[src/rtl/assert_macros.svh]
// ----------------------------------------------------------------------------
// assert_macros.svh
// Shared assertion macros for the deframer modules
// ----------------------------------------------------------------------------
`ifndef ASSERT_MACROS_SVH
`define ASSERT_MACROS_SVH

// same-cycle implication, disabled during reset
`define SLC_ASSERT_IMP(label, clk, rst, ante, cons, msg) \
  label: assert property (@(posedge clk) disable iff (rst) (ante) |-> (cons)) else $error(msg);

// next-cycle implication, disabled during reset
`define SLC_ASSERT_NXT(label, clk, rst, ante, cons, msg) \
  label: assert property (@(posedge clk) disable iff (rst) (ante) |=> (cons)) else $error(msg);

`endif

[src/rtl/slc_pkg.sv]
// ----------------------------------------------------------------------------
// slc_pkg
// Types, codes and the CRC step shared by the deframer modules
// ----------------------------------------------------------------------------
package slc_pkg;

  // result status codes
  localparam logic [1:0] ST_NONE    = 2'd0;
  localparam logic [1:0] ST_BUSY    = 2'd1;
  localparam logic [1:0] ST_INVALID = 2'd2;
  localparam logic [1:0] ST_READY   = 2'd3;

  // configuration register indexes
  localparam int CFG_IDX_W = 1;
  localparam logic [CFG_IDX_W-1:0] REG_SYNC_FIRST  = 1'd0;
  localparam logic [CFG_IDX_W-1:0] REG_SYNC_SECOND = 1'd1;

  // framing constants
  localparam logic [7:0]  SYNC_RESET   = 8'hAA;
  localparam logic [15:0] CRC_POLY     = 16'h1021;
  localparam logic [7:0]  LEN_MIN      = 8'd9;
  localparam logic [7:0]  LEN_OVERHEAD = 8'd11;
  localparam logic [7:0]  LEN_TRIM     = 8'd2;
  localparam logic [7:0]  PAY_BASE     = 8'd9;
  localparam logic [7:0]  HDR_LAST     = 8'd8;
  localparam int          HDR_BYTES    = 8;

  // commands from controller to datapath
  typedef struct packed {
    logic       len_load;
    logic       body_load;
    logic       crc_hi_load;
    logic       out_status;
    logic [1:0] status_code;
    logic       out_frame_empty;
    logic       emit_start;
    logic       emit_read;
    logic       emit_load;
  } cmd_t;

  // status from datapath to controller
  typedef struct packed {
    logic sync1_hit;
    logic sync2_hit;
    logic len_short;
    logic body_done;
    logic frame_good;
    logic plen_zero;
    logic emit_last;
    logic out_free;
  } sts_t;

  // one byte of crc-16/xmodem, msb first
  function automatic logic [15:0] crc16_step(logic [15:0] crc, logic [7:0] b);
    logic [15:0] c;
    c = crc ^ {b, 8'h00};
    for (int i = 0; i < 8; i++) begin
      if (c[15]) begin
        c = {c[14:0], 1'b0} ^ CRC_POLY;
      end else begin
        c = {c[14:0], 1'b0};
      end
    end
    return c;
  endfunction

endpackage

[src/rtl/slc_ram.sv]
// ----------------------------------------------------------------------------
// slc_ram
// Generic single-port-write, single-port-read RAM with registered read
// ----------------------------------------------------------------------------
module slc_ram #(
  parameter int WIDTH = 8,
  parameter int DEPTH = 32,
  parameter int ADDR_W = (DEPTH > 1) ? $clog2(DEPTH) : 1
) (
  input  logic              clk,
  input  logic              wr_en,
  input  logic [ADDR_W-1:0] wr_addr,
  input  logic [WIDTH-1:0]  wr_data,
  input  logic              rd_en,
  input  logic [ADDR_W-1:0] rd_addr,
  output logic [WIDTH-1:0]  rd_data
);

  logic [WIDTH-1:0] mem [DEPTH];

  // write port
  always_ff @(posedge clk) begin
    if (wr_en) begin
      mem[wr_addr] <= wr_data;
    end
  end

  // registered read, holds while idle
  always_ff @(posedge clk) begin
    if (rd_en) begin
      rd_data <= mem[rd_addr];
    end
  end

endmodule

[src/rtl/slc_datapath.sv]
// ----------------------------------------------------------------------------
// slc_datapath
// Sync registers, length/crc tracking, header and payload storage, result register
// ----------------------------------------------------------------------------
`include "assert_macros.svh"

module slc_datapath #(
  parameter int MAX_PAYLOAD = 32,
  parameter int LEN_W = $clog2(MAX_PAYLOAD + 1),
  parameter int IDX_W = (MAX_PAYLOAD > 1) ? $clog2(MAX_PAYLOAD) : 1
) (
  input  logic                         clk,
  input  logic                         rst,
  input  logic                         cfg_wr_en,
  input  logic [slc_pkg::CFG_IDX_W-1:0] cfg_index,
  input  logic [7:0]                   cfg_data,
  input  logic [7:0]                   rx_byte,
  input  slc_pkg::cmd_t                cmd,
  output slc_pkg::sts_t                sts,
  output logic                         res_valid,
  input  logic                         res_stall,
  output logic [1:0]                   status,
  output logic [7:0]                   src_subnet,
  output logic [7:0]                   src_device,
  output logic [15:0]                  device_type,
  output logic [15:0]                  operation_code,
  output logic [7:0]                   dst_subnet,
  output logic [7:0]                   dst_device,
  output logic [LEN_W-1:0]             payload_length,
  output logic                         payload_valid,
  output logic [7:0]                   payload_byte,
  output logic [IDX_W-1:0]             payload_index,
  output logic                         last
);

  import slc_pkg::*;

  localparam logic [7:0] MAX_B = 8'(MAX_PAYLOAD);

  logic [7:0]       sync_first;
  logic [7:0]       sync_second;
  logic [7:0]       byte_count;
  logic [7:0]       expected_length;
  logic [15:0]      running_crc;
  logic [7:0]       crc_hi;
  logic [7:0]       hdr [HDR_BYTES];
  logic [IDX_W-1:0] emit_idx;
  logic [7:0]       plen;
  logic [7:0]       plen_m1;
  logic [7:0]       pl_off;
  logic [2:0]       hdr_addr;
  logic             hdr_wr;
  logic             pl_wr;
  logic [7:0]       ram_rd_data;
  logic             any_load;

  // configuration registers
  always_ff @(posedge clk) begin
    if (rst) begin
      sync_first  <= SYNC_RESET;
      sync_second <= SYNC_RESET;
    end else if (cfg_wr_en) begin
      unique case (cfg_index)
        REG_SYNC_FIRST:  sync_first  <= cfg_data;
        REG_SYNC_SECOND: sync_second <= cfg_data;
      endcase
    end
  end

  // length, byte count and crc tracking
  always_ff @(posedge clk) begin
    if (rst) begin
      byte_count      <= '0;
      expected_length <= '0;
      running_crc     <= '0;
      crc_hi          <= '0;
    end else begin
      if (cmd.len_load) begin
        expected_length <= rx_byte;
        byte_count      <= 8'd1;
        running_crc     <= crc16_step(16'h0000, rx_byte);
      end else if (cmd.body_load) begin
        byte_count  <= byte_count + 8'd1;
        running_crc <= crc16_step(running_crc, rx_byte);
      end
      if (cmd.crc_hi_load) begin
        crc_hi <= rx_byte;
      end
    end
  end

  // header and payload write decode
  assign hdr_addr = 3'(byte_count - 8'd1);
  assign hdr_wr   = cmd.body_load && (byte_count != 8'd0) && (byte_count <= HDR_LAST);
  assign pl_off   = byte_count - PAY_BASE;
  assign pl_wr    = cmd.body_load && (byte_count >= PAY_BASE) && (pl_off < MAX_B);

  // header bytes
  always_ff @(posedge clk) begin
    if (hdr_wr) begin
      hdr[hdr_addr] <= rx_byte;
    end
  end

  // payload store
  slc_ram #(
    .WIDTH (8),
    .DEPTH (MAX_PAYLOAD)
  ) u_payload_ram (
    .clk     (clk),
    .wr_en   (pl_wr),
    .wr_addr (pl_off[IDX_W-1:0]),
    .wr_data (rx_byte),
    .rd_en   (cmd.emit_read),
    .rd_addr (emit_idx),
    .rd_data (ram_rd_data)
  );

  // payload emission index
  always_ff @(posedge clk) begin
    if (rst) begin
      emit_idx <= '0;
    end else if (cmd.emit_start) begin
      emit_idx <= '0;
    end else if (cmd.emit_load) begin
      emit_idx <= emit_idx + 1'b1;
    end
  end

  // frame checks
  assign plen    = expected_length - LEN_OVERHEAD;
  assign plen_m1 = plen - 8'd1;

  always_comb begin
    sts.sync1_hit  = (rx_byte == sync_first);
    sts.sync2_hit  = (rx_byte == sync_second);
    sts.len_short  = (rx_byte < LEN_MIN);
    sts.body_done  = ((byte_count + 8'd1) == (expected_length - LEN_TRIM));
    sts.frame_good = ({crc_hi, rx_byte} == running_crc) && (plen <= MAX_B);
    sts.plen_zero  = (plen == 8'd0);
    sts.emit_last  = (emit_idx == plen_m1[IDX_W-1:0]);
    sts.out_free   = !res_valid || !res_stall;
  end

  // result register valid
  assign any_load = cmd.out_status || cmd.out_frame_empty || cmd.emit_load;

  always_ff @(posedge clk) begin
    if (rst) begin
      res_valid <= 1'b0;
    end else if (any_load) begin
      res_valid <= 1'b1;
    end else if (!res_stall) begin
      res_valid <= 1'b0;
    end
  end

  // result register payload
  always_ff @(posedge clk) begin
    if (cmd.out_status) begin
      status         <= cmd.status_code;
      src_subnet     <= '0;
      src_device     <= '0;
      device_type    <= '0;
      operation_code <= '0;
      dst_subnet     <= '0;
      dst_device     <= '0;
      payload_length <= '0;
      payload_valid  <= 1'b0;
      payload_byte   <= '0;
      payload_index  <= '0;
      last           <= 1'b1;
    end else if (cmd.out_frame_empty || cmd.emit_load) begin
      status         <= ST_READY;
      src_subnet     <= hdr[0];
      src_device     <= hdr[1];
      device_type    <= {hdr[2], hdr[3]};
      operation_code <= {hdr[4], hdr[5]};
      dst_subnet     <= hdr[6];
      dst_device     <= hdr[7];
      payload_length <= plen[LEN_W-1:0];
      payload_valid  <= cmd.emit_load;
      payload_byte   <= cmd.emit_load ? ram_rd_data : 8'h00;
      payload_index  <= cmd.emit_load ? emit_idx : '0;
      last           <= cmd.emit_load ? sts.emit_last : 1'b1;
    end
  end

  // checks
  `SLC_ASSERT_IMP(a_index_in_length, clk, rst, res_valid && payload_valid, (payload_index < payload_length), "payload index beyond payload length")
  `SLC_ASSERT_IMP(a_status_single, clk, rst, res_valid && (status != ST_READY), last && !payload_valid, "status result not a single closing result")

endmodule

[src/rtl/slc_ctrl.sv]
// ----------------------------------------------------------------------------
// slc_ctrl
// Frame parsing and payload emission state machine
// ----------------------------------------------------------------------------
`include "assert_macros.svh"

module slc_ctrl (
  input  logic          clk,
  input  logic          rst,
  input  logic          rx_valid,
  output logic          rx_stall,
  output slc_pkg::cmd_t cmd,
  input  slc_pkg::sts_t sts
);

  import slc_pkg::*;

  localparam logic [2:0] S_HUNT1   = 3'd0;
  localparam logic [2:0] S_HUNT2   = 3'd1;
  localparam logic [2:0] S_LEN     = 3'd2;
  localparam logic [2:0] S_BODY    = 3'd3;
  localparam logic [2:0] S_CRC_HI  = 3'd4;
  localparam logic [2:0] S_CRC_LO  = 3'd5;
  localparam logic [2:0] S_EMIT_RD = 3'd6;
  localparam logic [2:0] S_EMIT_LD = 3'd7;

  logic [2:0] state;
  logic [2:0] state_next;
  logic       emitting;
  logic       accept;

  // input handshake
  assign emitting = (state == S_EMIT_RD) || (state == S_EMIT_LD);
  assign rx_stall = emitting || !sts.out_free;
  assign accept   = rx_valid && !rx_stall;

  // next state and commands
  always_comb begin
    state_next      = state;
    cmd             = '0;
    cmd.status_code = ST_NONE;
    unique case (state)
      S_HUNT1: begin
        if (accept) begin
          cmd.out_status = 1'b1;
          if (sts.sync1_hit) begin
            state_next = S_HUNT2;
          end
        end
      end
      S_HUNT2: begin
        if (accept) begin
          cmd.out_status = 1'b1;
          if (sts.sync2_hit) begin
            state_next = S_LEN;
          end else if (!sts.sync1_hit) begin
            state_next = S_HUNT1;
          end
        end
      end
      S_LEN: begin
        if (accept) begin
          cmd.out_status = 1'b1;
          if (sts.len_short) begin
            cmd.status_code = ST_INVALID;
            state_next      = S_HUNT1;
          end else begin
            cmd.status_code = ST_BUSY;
            cmd.len_load    = 1'b1;
            state_next      = S_BODY;
          end
        end
      end
      S_BODY: begin
        if (accept) begin
          cmd.out_status  = 1'b1;
          cmd.status_code = ST_BUSY;
          cmd.body_load   = 1'b1;
          if (sts.body_done) begin
            state_next = S_CRC_HI;
          end
        end
      end
      S_CRC_HI: begin
        if (accept) begin
          cmd.out_status  = 1'b1;
          cmd.status_code = ST_BUSY;
          cmd.crc_hi_load = 1'b1;
          state_next      = S_CRC_LO;
        end
      end
      S_CRC_LO: begin
        if (accept) begin
          state_next = S_HUNT1;
          priority if (!sts.frame_good) begin
            cmd.out_status  = 1'b1;
            cmd.status_code = ST_INVALID;
          end else if (sts.plen_zero) begin
            cmd.out_frame_empty = 1'b1;
          end else begin
            cmd.emit_start = 1'b1;
            state_next     = S_EMIT_RD;
          end
        end
      end
      S_EMIT_RD: begin
        cmd.emit_read = 1'b1;
        state_next    = S_EMIT_LD;
      end
      S_EMIT_LD: begin
        if (sts.out_free) begin
          cmd.emit_load = 1'b1;
          state_next    = sts.emit_last ? S_HUNT1 : S_EMIT_RD;
        end
      end
      default: state_next = S_HUNT1;
    endcase
  end

  // state register
  always_ff @(posedge clk) begin
    if (rst) begin
      state <= S_HUNT1;
    end else begin
      state <= state_next;
    end
  end

  // checks
  `SLC_ASSERT_IMP(a_load_into_free_slot, clk, rst, cmd.out_status || cmd.out_frame_empty || cmd.emit_load, sts.out_free, "result loaded into an occupied output register")
  `SLC_ASSERT_NXT(a_read_before_load, clk, rst, cmd.emit_read, state == S_EMIT_LD, "payload read not followed by load state")
  `SLC_ASSERT_IMP(a_emit_from_crc, clk, rst, cmd.emit_start, accept && (state == S_CRC_LO), "emission started outside crc check")

endmodule

[src/rtl/sync_length_crc_deframer_top.sv]
// ----------------------------------------------------------------------------
// sync_length_crc_deframer_top
// Byte-stream deframer: two sync bytes, a length byte, header and payload
// bytes, then a big-endian CRC-16/XMODEM over length, header and payload.
// One received byte is taken per clock while the result side keeps up; each
// byte but the closing CRC byte of a good frame gives one status transaction,
// registered and offered on the next cycle. A checked frame with n payload
// bytes gives n result transactions (one if n is zero); during that run the
// receive side is stalled and each payload byte is read from the RAM in
// S_EMIT_RD and loaded into the result register in S_EMIT_LD once it is free.
// A result held in the output register by a result stall stalls the receive
// side too; the next byte is taken in the same cycle as the result leaves.
// ----------------------------------------------------------------------------
module sync_length_crc_deframer_top #(
  parameter int MAX_PAYLOAD = 32,
  parameter int LEN_W = $clog2(MAX_PAYLOAD + 1),
  parameter int IDX_W = (MAX_PAYLOAD > 1) ? $clog2(MAX_PAYLOAD) : 1
) (
  input  logic                          clk,
  input  logic                          rst,
  input  logic                          cfg_wr_en,
  input  logic [slc_pkg::CFG_IDX_W-1:0] cfg_index,
  input  logic [7:0]                    cfg_data,
  input  logic                          rx_valid,
  output logic                          rx_stall,
  input  logic [7:0]                    rx_byte,
  output logic                          res_valid,
  input  logic                          res_stall,
  output logic [1:0]                    status,
  output logic [7:0]                    src_subnet,
  output logic [7:0]                    src_device,
  output logic [15:0]                   device_type,
  output logic [15:0]                   operation_code,
  output logic [7:0]                    dst_subnet,
  output logic [7:0]                    dst_device,
  output logic [LEN_W-1:0]              payload_length,
  output logic                          payload_valid,
  output logic [7:0]                    payload_byte,
  output logic [IDX_W-1:0]              payload_index,
  output logic                          last
);

  import slc_pkg::*;

  cmd_t cmd;
  sts_t sts;

  // frame controller
  slc_ctrl u_ctrl (
    .clk      (clk),
    .rst      (rst),
    .rx_valid (rx_valid),
    .rx_stall (rx_stall),
    .cmd      (cmd),
    .sts      (sts)
  );

  // datapath and result register
  slc_datapath #(
    .MAX_PAYLOAD (MAX_PAYLOAD),
    .LEN_W       (LEN_W),
    .IDX_W       (IDX_W)
  ) u_datapath (
    .clk            (clk),
    .rst            (rst),
    .cfg_wr_en      (cfg_wr_en),
    .cfg_index      (cfg_index),
    .cfg_data       (cfg_data),
    .rx_byte        (rx_byte),
    .cmd            (cmd),
    .sts            (sts),
    .res_valid      (res_valid),
    .res_stall      (res_stall),
    .status         (status),
    .src_subnet     (src_subnet),
    .src_device     (src_device),
    .device_type    (device_type),
    .operation_code (operation_code),
    .dst_subnet     (dst_subnet),
    .dst_device     (dst_device),
    .payload_length (payload_length),
    .payload_valid  (payload_valid),
    .payload_byte   (payload_byte),
    .payload_index  (payload_index),
    .last           (last)
  );

endmodule
[config.mk]
export PLATFORM = sky130hd
export DESIGN_NAME = sync_length_crc_deframer_top
export DESIGN_NICKNAME = d
export VERILOG_FILES = /design/src/rtl/slc_pkg.sv /design/src/rtl/slc_ram.sv /design/src/rtl/slc_datapath.sv /design/src/rtl/slc_ctrl.sv /design/src/rtl/sync_length_crc_deframer_top.sv
export VERILOG_INCLUDE_DIRS = /design/src /design/src/rtl
export SDC_FILE = /design/constraint.sdc
export NUM_CORES = 1
export LEC_CHECK = 0
export BUFFER_PORTS_ARGS = -buffer_cell sky130_fd_sc_hd__buf_4
export CORE_ASPECT_RATIO = 1.75
export CORE_MARGIN = 2
export CORE_UTILIZATION = 55
export CTS_CLUSTER_DIAMETER = 100
export DETAILED_ROUTE_END_ITERATION = 10
export PLACE_DENSITY = 0.73
export RECOVER_POWER = 25
export SLEW_MARGIN = 20
export SYNTH_ARGS = -nofsm -noshare
export SYNTH_HDL_FRONTEND = slang
export SYNTH_SLANG_ARGS = --single-unit
[constraint.sdc]
create_clock -name clk -period 3.3 [get_ports clk]
set_clock_uncertainty 0.15 [all_clocks]
set_input_delay 0.495 -clock clk [delete_from_list [all_inputs] [get_ports clk]]
set_output_delay 0.495 -clock clk [all_outputs]
set_load 0.005 [all_outputs]
==> results.md <==
* Outcome: finished with violations
* Violated checks: capacitance limit, slew limit
* Synth Instances at 1,340
* First-pass GRT wire length at 69.7 mm
* CTS root buffer: clkbuf_16
* Comb power frac at 0.027
* Reg-to-reg critical path startpoint: u_datapath.expected_length[2]
* Nets@finish at 1,532
* VDD IR max at 0.000398 V
* Antenna fix cells at 0
* CTS tree: done
* Top-area cell type share of the netlist area at 0.503
* Final period util at 0.945
* Pwr Total at 11,500 uW
* Crit path DAT at 3.41 ns
* R2R Path End: device_type[6]
* Int Power at 9140 uW
* PD cells at 505 nW/um^2
* Seq/Total Area, Yosys at 0.655
* Tmin final at 3.12 ns
* Post-synth EDFFs at 330
* P&R area growth vs syn at 15.0%
* Io pins at 111
* FF+latch count, synth at 480
* Drt via density at 5.85
* Worst Path Buf+Inv at 2
* GR Util All Layers at 0.249
* Slew Limit Fails at 51
* Antenna-violating nets left at 0
* Asr flop ratio synth at 0
* Max capacitance violation total at 2
* Ys flop type: edfxtp_1
* Inst Count DP at 1,922
* CP endpoint kind: flip-flop
* Starting Density at 0.558
* Startpoint types: input pin
* Largest net degree at the start of global routing at 72
* Area of the mapped netlist at 19,700 sq um
* Worst path top cell family by delay: buffers and inverters
* Clk sink count at 480
* WHS at 0.0262 ns
* DRT iter0 DRCs at 778
* HP Class: input pin to flip-flop
* Worst-path clk slew at 0.07 ns
* Slew headroom at -0.0282
* CTS max path bufs at 3
* Hold endpoint: u_datapath.sync_first[1]
* Die X at 147 microns
* Num CTS Buffers at 41
* RSZ-0062 raised after global routing: false
* Top cells by count, synth: 330 x edfxtp_1, 158 x nor2_1, 150 x dfxtp_1
* Setup TNS after final layout at 0 ns
* Switching pwr at 2320 uW
* Core box area at 35,300 sq um
* CTS H-tree depth at 2
* Worst Reg-to-Reg Cells at 11
* DR DRC count at 0
* Die Y at 254 microns
* Syn_area_per_cell at 14.7 sq um
* Via count at 11,700
* Top cells by area, synth: edfxtp_1 50%, dfxtp_1 15%, mux4_2 9.1%
* Yosys synthesis warning count at 0
* Vias in the first global route at 12,000
* Layout cells sized above 1 at 0.232
* Crit Path Class: input pin to flip-flop
* Initial antenna violation count at 0
* Fill count at 2,554
* R2R setup slack at 0.20 ns
* Max stage delay cell, worst path: clkbuf_1
* DRT Wirelength at 46.1 mm
* Critical path fanouts, max at 23
* Max Freq at 321 MHz
* Cell Chain, Critical Path: buf_4 -> clkbuf_1 -> xor2_1 -> nor4_1 -> o211ai_1 -> o41ai_1 -> a21oi_1 -> a41o_1
* Largest area contributor in the netlist: edfxtp_1
* Pleak at 0.00757 uW
* Hold path startpoint: cfg_data[1]
* Die area at 37,400 sq um
* # Post-CTS Setup Buffers at 0
* Final std cells w/o fill at 1,997
* WHS Path Cells at 3
* Skew-Pair Late Insertion Delay at 0.55 ns
* Hold Violations, Final at 0
* Sequential share of power at 0.562
* Global placer's final weighted congestion at 0.919
* Worst EP required at 3.59 ns
* Routed WL per cell at 23.1 microns
* TritonRoute pass-1 iters at 5
* Syn nets at 1,372
* Clock share of power at 0.411
* Switching share of power at 0.202
* IO Port Bufs at 110
* Top-count cell post-synth: edfxtp_1
* Post-synth cell types at 70
* GRT Residual Overflow at 0
* CP max stage delay at 1.11 ns
* Final setup viols at 0
* DP Wirelength at 32.1 mm
* Worst-Margin Slew at 1.54 ns
* Row count at 91
[worst max path at each step]
stage / startpoint / end / cells past startpoint
floorplan: u_datapath.byte_count[0] / u_datapath.u_payload_ram.mem[12][0] / 9
global placement: u_datapath.expected_length[2] / src_subnet[5] / 11
detailed placement: u_datapath.expected_length[2] / operation_code[1] / 11
CTS: u_datapath.expected_length[2] / device_type[6] / 11
global route: u_datapath.byte_count[0] / u_datapath.u_payload_ram.mem[9][7] / 10
finish: rx_byte[1] / u_ctrl.state[2] / 8
[tightest hold or removal path, delay by kind of cell]
family,cells,cell delay [ns]
buffers and inverters,1,0.08
AND/OR/NAND/NOR,2,0.11
[layout make-up]
type / instances / area, sq um / area share
inverters: 15 / 56.3 / 0.00248
multi-input cells: 757 / 6220 / 0.274
repair buffers: 205 / 1590 / 0.0702
flip-flops and latches: 480 / 12900 / 0.570
clock buffers: 65 / 1180 / 0.0520
well taps: 465 / 582 / 0.0257
clock inverters: 10 / 119 / 0.00524
[power by group through the flow]
stage / logic (uW) / registers [uW] / clock network (uW)
finish: 304 / 6440 / 4710
floorplan: 153 / 6570 / 0
global route: 327 / 6440 / 4980
global placement: 302 / 6570 / 0
CTS: 311 / 6440 / 4790
detailed placement: 310 / 6570 / 0
[per-layer routing]
layer,GRT usage,share of wire,routed length (microns),vias to the layer above
li1,-,-,-,5313
met1,0.271,0.35,16200,5871
met2,0.460,0.55,25300,373
met3,0.0340,0.042,1940,132
met4,0.146,0.058,2690,0
met5,0,0,0,-
[sequential cells by signal, indices dropped and copies added, names as in the netlist, 6 cells and up]
register,cells
u_datapath.payload_byte,8
u_datapath.sync_second,8
u_datapath.sync_first,8
src_device,8
dst_device,8
device_type,16
u_datapath.payload_length,6
u_datapath.byte_count,8
u_datapath.u_payload_ram.mem,256
u_datapath.u_payload_ram.rd_data,8
src_subnet,8
dst_subnet,8
u_datapath.crc_hi,8
u_datapath.running_crc,16
u_datapath.hdr,64
u_datapath.expected_length,8
operation_code,16
[per-stage QoR]
| step | util | instance area (sq um) | setup slack [ns] |
|---|---|---|---|
| floorplan | - | 19700 | 0.279 |
| global placement | 0.607 | 21400 | 0.235 |
| detailed placement | 0.607 | 21400 | 0.165 |
| CTS | 0.643 | 22700 | 0.136 |
| global route | 0.642 | 22700 | 0.0261 |
| finish | 0.642 | 22700 | 0.180 |
[what timing repair did]
action                     in CTS  in global routing
setup endpoints to repair       0                 41
gates resized for setup         0                  1
hold buffers                    0                  0
[cells in the final DEF, fill, tap and decap left out, types with 6 or more instances in the layout]
master     instances
a22o_1            13
nor3_1            17
xor2_1            30
nand4_1           13
nor2_1           158
edfxtp_1         330
buf_4            184
nand3b_1           8
mux2_2             8
ha_1              10
nand2b_1           6
mux4_2            80
o22ai_1            9
mux2i_1           79
xnor2_1           67
dfxtp_1          148
a31oi_1            6
buf_12             8
clkbuf_16         42
nor2b_1           10
o21ai_0           15
nand2_1           78
inv_1             14
a21oi_1           44
and2_1             7
nand3_1           14
and3_1             9
clkbuf_1          32
[cell families (layout without fill, tap and decap cells)]
kind of cell,Yosys count,in the layout,share of synthesized area
flops,480,480,0.655
buf+inv,103,295,0.0300
fa+ha+maj,10,10,0.00635
xor+xnor,99,99,0.0451
mux,167,167,0.136
compound gates,136,136,0.0476
simple gates,345,345,0.0798
(Power assumes the default switching activity.)
